## src/nmea_rmc_parser_assert.svh

```systemverilog
// assertion macros for the rmc sentence parser
// no dependencies; included by the rtl files that carry assertions
`ifndef NMEA_RMC_PARSER_ASSERT_SVH
`define NMEA_RMC_PARSER_ASSERT_SVH

// consequent must hold in the same cycle as the antecedent
`define NRMC_ASSERT_SAME(label, clk, rst_n, ante, cons, msg) \
	label: assert property (@(posedge clk) disable iff (!rst_n) (ante) |-> (cons)) \
		else $error(msg);

// consequent must hold in the cycle after the antecedent
`define NRMC_ASSERT_NEXT(label, clk, rst_n, ante, cons, msg) \
	label: assert property (@(posedge clk) disable iff (!rst_n) (ante) |=> (cons)) \
		else $error(msg);

`endif

```

## src/nrmc_pkg.sv

```systemverilog
// shared types and constants for the rmc sentence parser
// no dependencies
`default_nettype none

package nrmc_pkg;

	// character codes
	localparam logic [7:0] CHAR_LF    = 8'h0A;
	localparam logic [7:0] CHAR_CR    = 8'h0D;
	localparam logic [7:0] CHAR_COMMA = 8'h2C;
	localparam logic [7:0] CHAR_POINT = 8'h2E;
	localparam logic [7:0] CHAR_ZERO  = 8'h30;
	localparam logic [7:0] CHAR_NINE  = 8'h39;
	localparam logic [7:0] CHAR_S     = 8'h53;
	localparam logic [7:0] CHAR_W     = 8'h57;

	// sentence identifier "$GPRMC"
	localparam int ID_LEN = 6;
	localparam int ID_IDX_W = $clog2(ID_LEN);
	localparam logic [7:0] RMC_ID [ID_LEN] = '{8'h24, 8'h47, 8'h50, 8'h52, 8'h4D, 8'h43};

	// field numbers
	localparam int FN_W = 4;
	localparam logic [FN_W-1:0] FIELD_ID       = 4'd0;
	localparam logic [FN_W-1:0] FIELD_TIME     = 4'd1;
	localparam logic [FN_W-1:0] FIELD_LAT      = 4'd3;
	localparam logic [FN_W-1:0] FIELD_LAT_HEMI = 4'd4;
	localparam logic [FN_W-1:0] FIELD_LON      = 4'd5;
	localparam logic [FN_W-1:0] FIELD_LON_HEMI = 4'd6;
	localparam logic [FN_W-1:0] FIELD_DATE     = 4'd9;
	localparam logic [FN_W-1:0] FIELD_LAST     = 4'd15;

	// number formats, all digit stores are bcd
	localparam int INT_DIGITS  = 6;
	localparam int COORD_DIGITS = 5;
	localparam int FRAC_KEPT   = 5;
	localparam int BIN_W       = 17;
	localparam int MAG_W       = 34;
	localparam int COORD_W     = 35;
	localparam int FIELD7_W    = 7;
	localparam int COORD_SCALE = 100000;

	typedef struct packed {
		logic [4*INT_DIGITS-1:0]   time_bcd;
		logic [4*COORD_DIGITS-1:0] lat_int;
		logic [4*FRAC_KEPT-1:0]    lat_frac;
		logic                      south;
		logic [4*COORD_DIGITS-1:0] lon_int;
		logic [4*FRAC_KEPT-1:0]    lon_frac;
		logic                      west;
		logic [4*INT_DIGITS-1:0]   date_bcd;
	} rec_t;

	typedef struct packed {
		logic [FIELD7_W-1:0] hour;
		logic [FIELD7_W-1:0] minute;
		logic [FIELD7_W-1:0] second;
		logic [BIN_W-1:0]    lat_int;
		logic [BIN_W-1:0]    lat_frac;
		logic                south;
		logic [BIN_W-1:0]    lon_int;
		logic [BIN_W-1:0]    lon_frac;
		logic                west;
		logic [FIELD7_W-1:0] day;
		logic [FIELD7_W-1:0] month;
		logic [FIELD7_W-1:0] year;
	} cv_t;

endpackage

`default_nettype wire

```

## src/nrmc_parser.sv

```systemverilog
// input register and per-character line parser; emits a bcd record per rmc line
// depends on nrmc_pkg and nmea_rmc_parser_assert.svh
`default_nettype none
`include "nmea_rmc_parser_assert.svh"

module nrmc_parser #(
	parameter int LINE_MAX = 79,
	parameter int FIELD_MAX = 19,
	parameter int FRACTION_DIGITS = 5
) (
	input  wire logic         clk,
	input  wire logic         arst_n,
	input  wire logic         rx_valid,
	output logic              rx_ready,
	input  wire logic [7:0]   rx_byte,
	output logic              rec_valid,
	input  wire logic         rec_ready,
	output nrmc_pkg::rec_t    rec
);
	import nrmc_pkg::*;

	localparam int LP_W = $clog2(LINE_MAX + 1);
	localparam int FP_W = $clog2(FIELD_MAX + 1);
	localparam int FC_W = $clog2(FRACTION_DIGITS + 1);

	logic [7:0] byte_s1;
	logic       valid_s1;

	logic [LP_W-1:0]           line_pos_q, line_pos_nxt;
	logic [FN_W-1:0]           field_num_q, field_num_nxt;
	logic [FP_W-1:0]           field_pos_q, field_pos_nxt;
	logic                      id_q, id_nxt;
	logic [4*INT_DIGITS-1:0]   int_q, int_nxt;
	logic [4*FRAC_KEPT-1:0]    frac_q, frac_nxt;
	logic [FC_W-1:0]           frac_cnt_q, frac_cnt_nxt;
	logic                      point_q, point_nxt;
	logic [4*INT_DIGITS-1:0]   time_q, time_nxt;
	logic [4*COORD_DIGITS-1:0] lat_int_q, lat_int_nxt, lon_int_q, lon_int_nxt;
	logic [4*FRAC_KEPT-1:0]    lat_frac_q, lat_frac_nxt, lon_frac_q, lon_frac_nxt;
	logic                      south_q, south_nxt, west_q, west_nxt;
	logic [4*INT_DIGITS-1:0]   date_q, date_nxt;

	logic                      rec_valid_q;
	rec_t                      rec_q;

	// values after closing the current field
	logic [4*COORD_DIGITS-1:0] coord_int_cl;
	logic [4*INT_DIGITS-1:0]   time_cl, date_cl;
	logic [4*COORD_DIGITS-1:0] lat_int_cl, lon_int_cl;
	logic [4*FRAC_KEPT-1:0]    lat_frac_cl, lon_frac_cl;
	logic                      id_cl;
	rec_t                      rec_cl;

	logic       is_digit;
	logic [3:0] digit;
	logic       want_rec, rec_free, s1_fire;

	always_comb begin
		// integer part of a coordinate saturates at 99999
		if (int_q[4*INT_DIGITS-1 -: 4] != 4'd0) begin
			coord_int_cl = {COORD_DIGITS{4'd9}};
		end else begin
			coord_int_cl = int_q[4*COORD_DIGITS-1:0];
		end
		time_cl     = (field_num_q == FIELD_TIME) ? int_q : time_q;
		date_cl     = (field_num_q == FIELD_DATE) ? int_q : date_q;
		lat_int_cl  = (field_num_q == FIELD_LAT) ? coord_int_cl : lat_int_q;
		lat_frac_cl = (field_num_q == FIELD_LAT) ? frac_q : lat_frac_q;
		lon_int_cl  = (field_num_q == FIELD_LON) ? coord_int_cl : lon_int_q;
		lon_frac_cl = (field_num_q == FIELD_LON) ? frac_q : lon_frac_q;
		id_cl = id_q && !(field_num_q == FIELD_ID && field_pos_q != FP_W'(ID_LEN));

		rec_cl.time_bcd = time_cl;
		rec_cl.lat_int  = lat_int_cl;
		rec_cl.lat_frac = lat_frac_cl;
		rec_cl.south    = south_q;
		rec_cl.lon_int  = lon_int_cl;
		rec_cl.lon_frac = lon_frac_cl;
		rec_cl.west     = west_q;
		rec_cl.date_bcd = date_cl;
	end

	assign is_digit = (byte_s1 >= CHAR_ZERO) && (byte_s1 <= CHAR_NINE);
	assign digit    = byte_s1[3:0];

	// only a newline that closes an rmc line needs room downstream
	assign want_rec  = valid_s1 && (byte_s1 == CHAR_LF) && id_cl;
	assign rec_free  = !rec_valid_q || rec_ready;
	assign s1_fire   = valid_s1 && (!want_rec || rec_free);
	assign rx_ready  = !valid_s1 || s1_fire;

	always_comb begin
		line_pos_nxt  = line_pos_q;
		field_num_nxt = field_num_q;
		field_pos_nxt = field_pos_q;
		id_nxt        = id_q;
		int_nxt       = int_q;
		frac_nxt      = frac_q;
		frac_cnt_nxt  = frac_cnt_q;
		point_nxt     = point_q;
		time_nxt      = time_q;
		lat_int_nxt   = lat_int_q;
		lat_frac_nxt  = lat_frac_q;
		lon_int_nxt   = lon_int_q;
		lon_frac_nxt  = lon_frac_q;
		south_nxt     = south_q;
		west_nxt      = west_q;
		date_nxt      = date_q;

		if (s1_fire && byte_s1 != CHAR_CR) begin
			if (byte_s1 == CHAR_LF) begin
				// end of line: everything back to the reset values
				line_pos_nxt  = '0;
				field_num_nxt = '0;
				field_pos_nxt = '0;
				id_nxt        = 1'b1;
				int_nxt       = '0;
				frac_nxt      = '0;
				frac_cnt_nxt  = '0;
				point_nxt     = 1'b0;
				time_nxt      = '0;
				lat_int_nxt   = '0;
				lat_frac_nxt  = '0;
				lon_int_nxt   = '0;
				lon_frac_nxt  = '0;
				south_nxt     = 1'b0;
				west_nxt      = 1'b0;
				date_nxt      = '0;
			end else if (line_pos_q < LP_W'(LINE_MAX)) begin
				line_pos_nxt = line_pos_q + 1'b1;
				if (byte_s1 == CHAR_COMMA) begin
					id_nxt        = id_cl;
					time_nxt      = time_cl;
					date_nxt      = date_cl;
					lat_int_nxt   = lat_int_cl;
					lat_frac_nxt  = lat_frac_cl;
					lon_int_nxt   = lon_int_cl;
					lon_frac_nxt  = lon_frac_cl;
					field_pos_nxt = '0;
					int_nxt       = '0;
					frac_nxt      = '0;
					frac_cnt_nxt  = '0;
					point_nxt     = 1'b0;
					if (field_num_q != FIELD_LAST) begin
						field_num_nxt = field_num_q + 1'b1;
					end
				end else if (field_pos_q < FP_W'(FIELD_MAX)) begin
					if (field_num_q == FIELD_ID) begin
						if (field_pos_q >= FP_W'(ID_LEN)) begin
							id_nxt = 1'b0;
						end else if (byte_s1 != RMC_ID[field_pos_q[ID_IDX_W-1:0]]) begin
							id_nxt = 1'b0;
						end
					end
					if (field_pos_q == '0) begin
						if (field_num_q == FIELD_LAT_HEMI) begin
							south_nxt = (byte_s1 == CHAR_S);
						end
						if (field_num_q == FIELD_LON_HEMI) begin
							west_nxt = (byte_s1 == CHAR_W);
						end
					end
					if (is_digit) begin
						if (!point_q) begin
							// dropping the top bcd digit is the modulo one million
							int_nxt = {int_q[4*(INT_DIGITS-1)-1:0], digit};
						end else if (frac_cnt_q < FC_W'(FRACTION_DIGITS)) begin
							// digits past the fifth never reach the result; past FRACTION_DIGITS they are not counted either
							for (int i = 0; i < FRAC_KEPT; i++) begin
								if (int'(frac_cnt_q) == i) begin
									frac_nxt[(FRAC_KEPT-1-i)*4 +: 4] = digit;
								end
							end
							frac_cnt_nxt = frac_cnt_q + 1'b1;
						end
					end else if (byte_s1 == CHAR_POINT) begin
						point_nxt = 1'b1;
					end
					field_pos_nxt = field_pos_q + 1'b1;
				end
			end
		end
	end

	always_ff @(posedge clk or negedge arst_n) begin
		if (!arst_n) begin
			valid_s1    <= 1'b0;
			rec_valid_q <= 1'b0;
			line_pos_q  <= '0;
			field_num_q <= '0;
			field_pos_q <= '0;
			id_q        <= 1'b1;
			int_q       <= '0;
			frac_q      <= '0;
			frac_cnt_q  <= '0;
			point_q     <= 1'b0;
			time_q      <= '0;
			lat_int_q   <= '0;
			lat_frac_q  <= '0;
			lon_int_q   <= '0;
			lon_frac_q  <= '0;
			south_q     <= 1'b0;
			west_q      <= 1'b0;
			date_q      <= '0;
		end else begin
			if (rx_ready) begin
				valid_s1 <= rx_valid;
			end
			if (rec_free) begin
				rec_valid_q <= s1_fire && want_rec;
			end
			line_pos_q  <= line_pos_nxt;
			field_num_q <= field_num_nxt;
			field_pos_q <= field_pos_nxt;
			id_q        <= id_nxt;
			int_q       <= int_nxt;
			frac_q      <= frac_nxt;
			frac_cnt_q  <= frac_cnt_nxt;
			point_q     <= point_nxt;
			time_q      <= time_nxt;
			lat_int_q   <= lat_int_nxt;
			lat_frac_q  <= lat_frac_nxt;
			lon_int_q   <= lon_int_nxt;
			lon_frac_q  <= lon_frac_nxt;
			south_q     <= south_nxt;
			west_q      <= west_nxt;
			date_q      <= date_nxt;
		end
	end

	always_ff @(posedge clk) begin
		if (rx_ready && rx_valid) begin
			byte_s1 <= rx_byte;
		end
		if (s1_fire && want_rec) begin
			rec_q <= rec_cl;
		end
	end

	assign rec_valid = rec_valid_q;
	assign rec       = rec_q;

	`NRMC_ASSERT_NEXT(a_newline_clears, clk, arst_n,
		s1_fire && byte_s1 == CHAR_LF,
		line_pos_q == '0 && field_num_q == '0 && field_pos_q == '0 && id_q,
		"line state not cleared after newline")
	`NRMC_ASSERT_SAME(a_pos_bounds, clk, arst_n, 1'b1,
		line_pos_q <= LP_W'(LINE_MAX) && field_pos_q <= FP_W'(FIELD_MAX),
		"line or field position past its limit")
	`NRMC_ASSERT_NEXT(a_rec_holds, clk, arst_n, rec_valid_q && !rec_ready,
		rec_valid_q && $stable(rec_q), "waiting record lost or changed")

endmodule

`default_nettype wire

```

## src/nrmc_conv.sv

```systemverilog
// bcd to binary conversion stage for one parsed record
// depends on nrmc_pkg
`default_nettype none

module nrmc_conv (
	input  wire logic            clk,
	input  wire logic            arst_n,
	input  wire logic            rec_valid,
	output logic                 rec_ready,
	input  wire nrmc_pkg::rec_t  rec,
	output logic                 cv_valid,
	input  wire logic            cv_ready,
	output nrmc_pkg::cv_t        cv
);
	import nrmc_pkg::*;

	localparam logic [BIN_W-1:0] POW10 [COORD_DIGITS] = '{17'd1, 17'd10, 17'd100, 17'd1000,
		17'd10000};

	function automatic logic [FIELD7_W-1:0] bcd2_bin(input logic [7:0] b);
		return FIELD7_W'({3'b000, b[7:4]} * 7'd10) + FIELD7_W'(b[3:0]);
	endfunction

	function automatic logic [BIN_W-1:0] bcd5_bin(input logic [4*COORD_DIGITS-1:0] b);
		logic [BIN_W-1:0] acc;
		acc = '0;
		for (int i = 0; i < COORD_DIGITS; i++) begin
			acc = acc + BIN_W'(b[i*4 +: 4]) * POW10[i];
		end
		return acc;
	endfunction

	logic cv_valid_s3;
	cv_t  cv_s3, cv_nxt;

	assign rec_ready = !cv_valid_s3 || cv_ready;

	always_comb begin
		cv_nxt.hour     = bcd2_bin(rec.time_bcd[23:16]);
		cv_nxt.minute   = bcd2_bin(rec.time_bcd[15:8]);
		cv_nxt.second   = bcd2_bin(rec.time_bcd[7:0]);
		cv_nxt.lat_int  = bcd5_bin(rec.lat_int);
		cv_nxt.lat_frac = bcd5_bin(rec.lat_frac);
		cv_nxt.south    = rec.south;
		cv_nxt.lon_int  = bcd5_bin(rec.lon_int);
		cv_nxt.lon_frac = bcd5_bin(rec.lon_frac);
		cv_nxt.west     = rec.west;
		cv_nxt.day      = bcd2_bin(rec.date_bcd[23:16]);
		cv_nxt.month    = bcd2_bin(rec.date_bcd[15:8]);
		cv_nxt.year     = bcd2_bin(rec.date_bcd[7:0]);
	end

	always_ff @(posedge clk or negedge arst_n) begin
		if (!arst_n) begin
			cv_valid_s3 <= 1'b0;
		end else if (rec_ready) begin
			cv_valid_s3 <= rec_valid;
		end
	end

	always_ff @(posedge clk) begin
		if (rec_ready && rec_valid) begin
			cv_s3 <= cv_nxt;
		end
	end

	assign cv_valid = cv_valid_s3;
	assign cv       = cv_s3;

endmodule

`default_nettype wire

```

## src/nrmc_out.sv

```systemverilog
// coordinate scaling, hemisphere sign and output register
// depends on nrmc_pkg
`default_nettype none

module nrmc_out (
	input  wire logic                           clk,
	input  wire logic                           arst_n,
	input  wire logic                           cv_valid,
	output logic                                cv_ready,
	input  wire nrmc_pkg::cv_t                  cv,
	output logic                                fix_valid,
	input  wire logic                           fix_stall,
	output logic [nrmc_pkg::FIELD7_W-1:0]       hour,
	output logic [nrmc_pkg::FIELD7_W-1:0]       minute,
	output logic [nrmc_pkg::FIELD7_W-1:0]       second,
	output logic signed [nrmc_pkg::COORD_W-1:0] latitude,
	output logic signed [nrmc_pkg::COORD_W-1:0] longitude,
	output logic [nrmc_pkg::FIELD7_W-1:0]       day,
	output logic [nrmc_pkg::FIELD7_W-1:0]       month,
	output logic [nrmc_pkg::FIELD7_W-1:0]       year
);
	import nrmc_pkg::*;

	logic               fix_valid_q;
	logic [MAG_W-1:0]   lat_mag, lon_mag;
	logic [COORD_W-1:0] lat_nxt, lon_nxt;

	// whole part in units of 1e-5 plus the five kept fraction digits
	assign lat_mag = MAG_W'(cv.lat_int) * MAG_W'(COORD_SCALE) + MAG_W'(cv.lat_frac);
	assign lon_mag = MAG_W'(cv.lon_int) * MAG_W'(COORD_SCALE) + MAG_W'(cv.lon_frac);
	assign lat_nxt = cv.south ? (COORD_W'(0) - {1'b0, lat_mag}) : {1'b0, lat_mag};
	assign lon_nxt = cv.west ? (COORD_W'(0) - {1'b0, lon_mag}) : {1'b0, lon_mag};

	assign cv_ready = !fix_valid_q || !fix_stall;

	always_ff @(posedge clk or negedge arst_n) begin
		if (!arst_n) begin
			fix_valid_q <= 1'b0;
		end else if (cv_ready) begin
			fix_valid_q <= cv_valid;
		end
	end

	always_ff @(posedge clk) begin
		if (cv_ready && cv_valid) begin
			hour      <= cv.hour;
			minute    <= cv.minute;
			second    <= cv.second;
			latitude  <= $signed(lat_nxt);
			longitude <= $signed(lon_nxt);
			day       <= cv.day;
			month     <= cv.month;
			year      <= cv.year;
		end
	end

	assign fix_valid = fix_valid_q;

endmodule

`default_nettype wire

```

## src/nmea_rmc_parser.sv

```systemverilog
// after its newline is taken, a fix is registered in turn in the record, conversion and output registers
// throughput: one character per cycle; a waiting fix does not block further characters
// until the next complete rmc line finds the record stage full as well
// reset: asynchronous, clears all handshake and line state; no clearing pass is needed
// top level of the rmc sentence parser; depends on nrmc_pkg, nrmc_parser, nrmc_conv, nrmc_out
`default_nettype none

module nmea_rmc_parser #(
	parameter int LINE_MAX = 79,
	parameter int FIELD_MAX = 19,
	parameter int FRACTION_DIGITS = 5
) (
	input  wire logic                           clk,
	input  wire logic                           arst_n,
	input  wire logic                           rx_valid,
	output logic                                rx_stall,
	input  wire logic [7:0]                     rx_byte,
	output logic                                fix_valid,
	input  wire logic                           fix_stall,
	output logic [nrmc_pkg::FIELD7_W-1:0]       hour,
	output logic [nrmc_pkg::FIELD7_W-1:0]       minute,
	output logic [nrmc_pkg::FIELD7_W-1:0]       second,
	output logic signed [nrmc_pkg::COORD_W-1:0] latitude,
	output logic signed [nrmc_pkg::COORD_W-1:0] longitude,
	output logic [nrmc_pkg::FIELD7_W-1:0]       day,
	output logic [nrmc_pkg::FIELD7_W-1:0]       month,
	output logic [nrmc_pkg::FIELD7_W-1:0]       year
);
	import nrmc_pkg::*;

	logic rx_ready;
	logic rec_valid, rec_ready;
	rec_t rec;
	logic cv_valid, cv_ready;
	cv_t  cv;

	assign rx_stall = !rx_ready;

	nrmc_parser #(
		.LINE_MAX(LINE_MAX),
		.FIELD_MAX(FIELD_MAX),
		.FRACTION_DIGITS(FRACTION_DIGITS)
	) u_parser (
		.clk(clk),
		.arst_n(arst_n),
		.rx_valid(rx_valid),
		.rx_ready(rx_ready),
		.rx_byte(rx_byte),
		.rec_valid(rec_valid),
		.rec_ready(rec_ready),
		.rec(rec)
	);

	nrmc_conv u_conv (
		.clk(clk),
		.arst_n(arst_n),
		.rec_valid(rec_valid),
		.rec_ready(rec_ready),
		.rec(rec),
		.cv_valid(cv_valid),
		.cv_ready(cv_ready),
		.cv(cv)
	);

	nrmc_out u_out (
		.clk(clk),
		.arst_n(arst_n),
		.cv_valid(cv_valid),
		.cv_ready(cv_ready),
		.cv(cv),
		.fix_valid(fix_valid),
		.fix_stall(fix_stall),
		.hour(hour),
		.minute(minute),
		.second(second),
		.latitude(latitude),
		.longitude(longitude),
		.day(day),
		.month(month),
		.year(year)
	);

endmodule

`default_nettype wire
```

## config.mk

```make
export PLATFORM = sky130hd
export DESIGN_NAME = nmea_rmc_parser
export DESIGN_NICKNAME = d
export VERILOG_FILES = /design/src/nrmc_pkg.sv /design/src/nrmc_parser.sv /design/src/nrmc_conv.sv /design/src/nrmc_out.sv /design/src/nmea_rmc_parser.sv
export VERILOG_INCLUDE_DIRS = /design/src /design/src/src
export SDC_FILE = /design/constraint.sdc
export NUM_CORES = 2
export LEC_CHECK = 0
export ABC_AREA = 1
export BUFFER_PORTS_ARGS = -buffer_cell sky130_fd_sc_hd__buf_2
export CORE_AREA = 2 2 289 291
export DETAILED_ROUTE_END_ITERATION = 10
export DIE_AREA = 0 0 291 293
export GPL_TIMING_DRIVEN = 0
export HOLD_SLACK_MARGIN = 0.1
export PLACE_DENSITY_LB_ADDON = 0.15
export SYNTH_ARGS = -nofsm -noshare
export SYNTH_HDL_FRONTEND = slang
export SYNTH_SLANG_ARGS = --single-unit
```

## constraint.sdc

```tcl
create_clock -name clk -period 11.4 [get_ports clk]
set_input_delay 2.28 -clock clk [delete_from_list [all_inputs] [get_ports clk]]
set_output_delay 2.28 -clock clk [all_outputs]
set_load 0.02 [all_outputs]
```

==> results.txt <==
The run finished with clean final reports. The die covers 85260 um^2. The number of input and output port buffers inserted is 125. Summing internal, switching and leakage power gives 5.071 mW. The clock tree synthesis step divided the H-tree into 2 levels. The remaining global-route overflow came out at 0.

The violation count after the first detailed-routing iteration is 1900. The number of nets in the synthesized netlist is 5702. The core box area came out at 81850 um^2. Once detail routing completed, the nets flagged for antenna violations numbered 0. The total vias in the final route is 32096. The via count of the first global-routing pass is 30918. In the final layout, flip-flops and latches occupy 15850 um^2. The startpoint of the most critical hold path is u_conv.cv[105]$_DFFE_PP_. The die width came out at 291 um. The cts-stage hold buffer count came out at 0.

STA classifies the critical path endpoint as a flip-flop. Data on the critical path arrives at its endpoint at 6.38 ns. The proportion of register bits with asynchronous set or reset after synthesis is 0.3547. The number of synthesized register bits is 561.

Along the worst path, the maximum fanout reaches 6. The reg2reg setup slack is 5.42 ns. The fraction of layout instances using a drive strength above 1 is 0.08246. In the post-synthesis netlist, the biggest area contributors are edfxtp_1 (25%), ha_1 (16%), dfrtp_1 (11%), fa_1 (9.2%), nand2_1 (8.5%). The final-layout fill cell count is 7281. The cell area after placement is 46100 um^2. The number of cells on the worst reg-to-reg path is 32. The endpoint of the worst hold-timing path is u_out.hour[0]$_DFFE_PP_. The average footprint of a synthesized cell is 8.922 um^2. The number of distinct standard cells referenced by the synthesized netlist came out at 55. The vertical die dimension came out at 293 um.

The analysis attributes to cell leakage a power of 23.61 nW. The endpoint of the worst register-to-register path is u_out.longitude[33]$_DFFE_PP_. The total setup violations reported at the end of the flow is 0.

The worst-case vdd ir drop is 0.1708 mV. In this design, the stage delay of the slowest critical-path cell is 0.56 ns. The total power divided by cell area is 105.1 nW/um^2. The final non-filler cell area is 48260 um^2. The count of standard-cell rows is 105.

The number of warnings issued by yosys came out at 0. In the final layout, the multi-input gates occupy 24150 um^2. The gate count of the mapped netlist is 4917.

Setup repair after global routing left no endpoint under its margin. The slew at the pin with the worst max-slew slack is 0.7820 ns. Of the synthesized area, sequential elements account for 0.3614.

The final instance count without filler cells came out at 6237. The buffer cell driving the clock tree root is clkbuf_16. The most numerous cell type found on the critical path is nand2_1. The routed via count divided by cell count is 5.146. The first detailed-routing pass ran for 6 iterations. The number of buffers between clock root and the deepest sink is 3.

Yosys mapped a number of flops with a built-in enable equal to 362. The mapped cell area came out at 43870 um^2. The worst hold path class is flip-flop to flip-flop.

The worst clock skew on the final layout came out at 0.03514 ns. The portion of synthesized cell area occupied by the leading cell type is 0.2478. The final routed DRC violation total is 0.

The clock tree from TritonCTS is built. The number of gates resized after CTS is 0. The fraction of the cycle the final worst path needs is 0.5244. The total wire length after detailed routing came out at 93770 um. The worst register-to-register path begins at u_conv.cv[40]$_DFFE_PP_. At the worst endpoint, the required time is 11.80 ns. The placed wire-length estimate is 75250 um. The largest total area in the synthesized netlist belongs to edfxtp_1. The critical path is of the flip-flop to flip-flop type. The flip-flop cell with the highest count after synthesis is edfxtp_1. The number of buffers inserted to repair setup after CTS is 0. Static timing analysis puts the maximum clock frequency at 0.1673 GHz. The number of buffers added by the clock tree synthesis step came out at 60.

The number of nets in the layout came out at 5899. For this design, the slowest cell found on the critical path is edfxtp_1. The number of cells traversed by the worst hold path is 0. In the global route stage, overall resource usage came out at 0.2221. The critical path starts at u_conv.cv[40]$_DFFE_PP_. Ranked by instance count, the synthesized netlist is headed by nand2_1 (989), inv_1 (910), ha_1 (571). The number of hold violations in the final report is 0. The largest net degree at the start of global routing came out at 103. The insertion delay of the later-clocked pin in the worst-skew pair came out at 0.65 ns. In this run the tightest slew margin relative to its limit is 0.4732. The global-route wire length before repair came out at 154600 um. The count of pins over their slew limit is 0. The most frequent cell after synthesis is nand2_1. The routed wirelength normalized by instance count came out at 15.04 um. The max-cap violation count came out at 0.

The synthesis-to-layout area growth came out at 10.02%. The total negative slack for setup checks came out at 0 ns. The initial antenna violation count came out at 2. The weighted congestion at the end of routability-driven global placement came out at 0.8954.

The clock-pin slew reported for the worst setup and hold paths after clock tree synthesis came out at 0.06 ns. The final critical-path required period came out at 5.978 ns. The final hold slack came out at 0.4195 ns. The number of cells in the design after placement came out at 6122. The number of top-level pins came out at 126. The worst setup path is launched from a flip-flop. Clock tree synthesis found a total of 561 sinks. The initial standard-cell utilization of the core came out at 0.5360.
report_power, final:
group	switching (mW)	internal, mW	total [mW]
sequential	0.0644	2.31	2.38
clock	0.874	1.22	2.10
combinational	0.436	0.164	0.600
total	1.37	3.70	5.07
registers in the layout, indices dropped and copies added (netlist names), 24 cells and up:
| name | cells |
|---|---|
| u_parser.rec | 130 |
| u_parser.date_q | 24 |
| u_out.longitude | 35 |
| u_conv.cv | 112 |
| u_out.latitude | 35 |
| u_parser.time_q | 24 |
| u_parser.int_q | 24 |
worst max-delay path by stage:
stage                                         end  slack (ns)  cells past startpoint
CTS                 u_out.longitude[33]$_DFFE_PP_        5.35                     32
global placement    u_out.longitude[33]$_DFFE_PP_        0.06                      2
floorplan               u_parser.rec[0]$_DFFE_PP_        2.88                      5
detailed placement  u_out.longitude[33]$_DFFE_PP_        5.38                     32
global route        u_out.longitude[31]$_DFFE_PP_        4.90                     32
finish              u_out.longitude[33]$_DFFE_PP_        5.42                     32
final cells by class:
cell class / instances / share of cell area
Multi-Input combinational cell: 3335 / 0.5005
Sequential cell: 561 / 0.3284
Inverter: 933 / 0.07272
Clock buffer: 68 / 0.03282
Tap cell: 1070 / 0.02774
Timing Repair Buffer: 135 / 0.01794
Clock inverter: 46 / 0.01203
Buffer: 88 / 0.007777
Antenna cell: 1 / 0.00005185
routing by layer:
layer	track usage	wire length (um)	up-vias
met5	0	0	-
met4	0.05535	2159	0
met3	0.02504	3849	136
met2	0.3782	44610	585
met1	0.3038	43160	15081
li1	-	-	16294
cell families (layout without fill, tap and decap cells):
family,Yosys count,count (layout),share of synthesized area
and+or+nand+nor,1721,1721,0.1743
xor gates and xnor gates,249,249,0.04971
buffers and inverters,1021,1270,0.08845
AOI/OAI and AO/OA,592,592,0.07111
DFF,561,561,0.3614
adders and majority gates,773,773,0.2550
other,0,1,0
layout by cell type (no fill, tap or decap), drive strengths merged, types with 3 or more instances in the layout:
| master | netlist | final |
|---|---|---|
| nand3b | 16 | 16 |
| nand4 | 45 | 45 |
| a21oi | 192 | 192 |
| clkbuf | 54 | 122 |
| ha | 571 | 571 |
| xor2 | 162 | 162 |
| a211oi | 5 | 5 |
| nor4 | 9 | 9 |
| a21o | 5 | 5 |
| nand3 | 308 | 308 |
| buf | 34 | 169 |
| bufinv | 0 | 9 |
| dfrtp | 198 | 198 |
| fa | 202 | 202 |
| a31o | 6 | 6 |
| nor3b | 3 | 3 |
| inv | 932 | 938 |
| nor3 | 34 | 34 |
| o21ai | 351 | 351 |
| a31oi | 7 | 7 |
| clkinvlp | 0 | 9 |
| nor2 | 243 | 243 |
| o21bai | 20 | 20 |
| xnor2 | 87 | 87 |
| or2 | 8 | 8 |
| and2 | 6 | 6 |
| clkinv | 1 | 23 |
| nand2 | 1048 | 1048 |
| edfxtp | 362 | 362 |
critical path, delay by kind of cell (launching register included):
kind,cells,cell delay [ns]
fa+ha+maj,6,2.24
simple gates,19,2.24
flops,1,0.56
xor+xnor,2,0.32
buf+inv,4,0.28
compound gates,1,0.10
stage by stage:
| step | util | setup WS, ns |
|---|---|---|
| finish | 0.5897 | 5.422 |
| CTS | 0.5896 | 5.348 |
| global route | 0.5897 | 4.897 |
| detailed placement | 0.5632 | 5.380 |
| floorplan | - | 2.875 |
| global placement | 0.5600 | 0.06121 |
(Power assumes the default switching activity.)
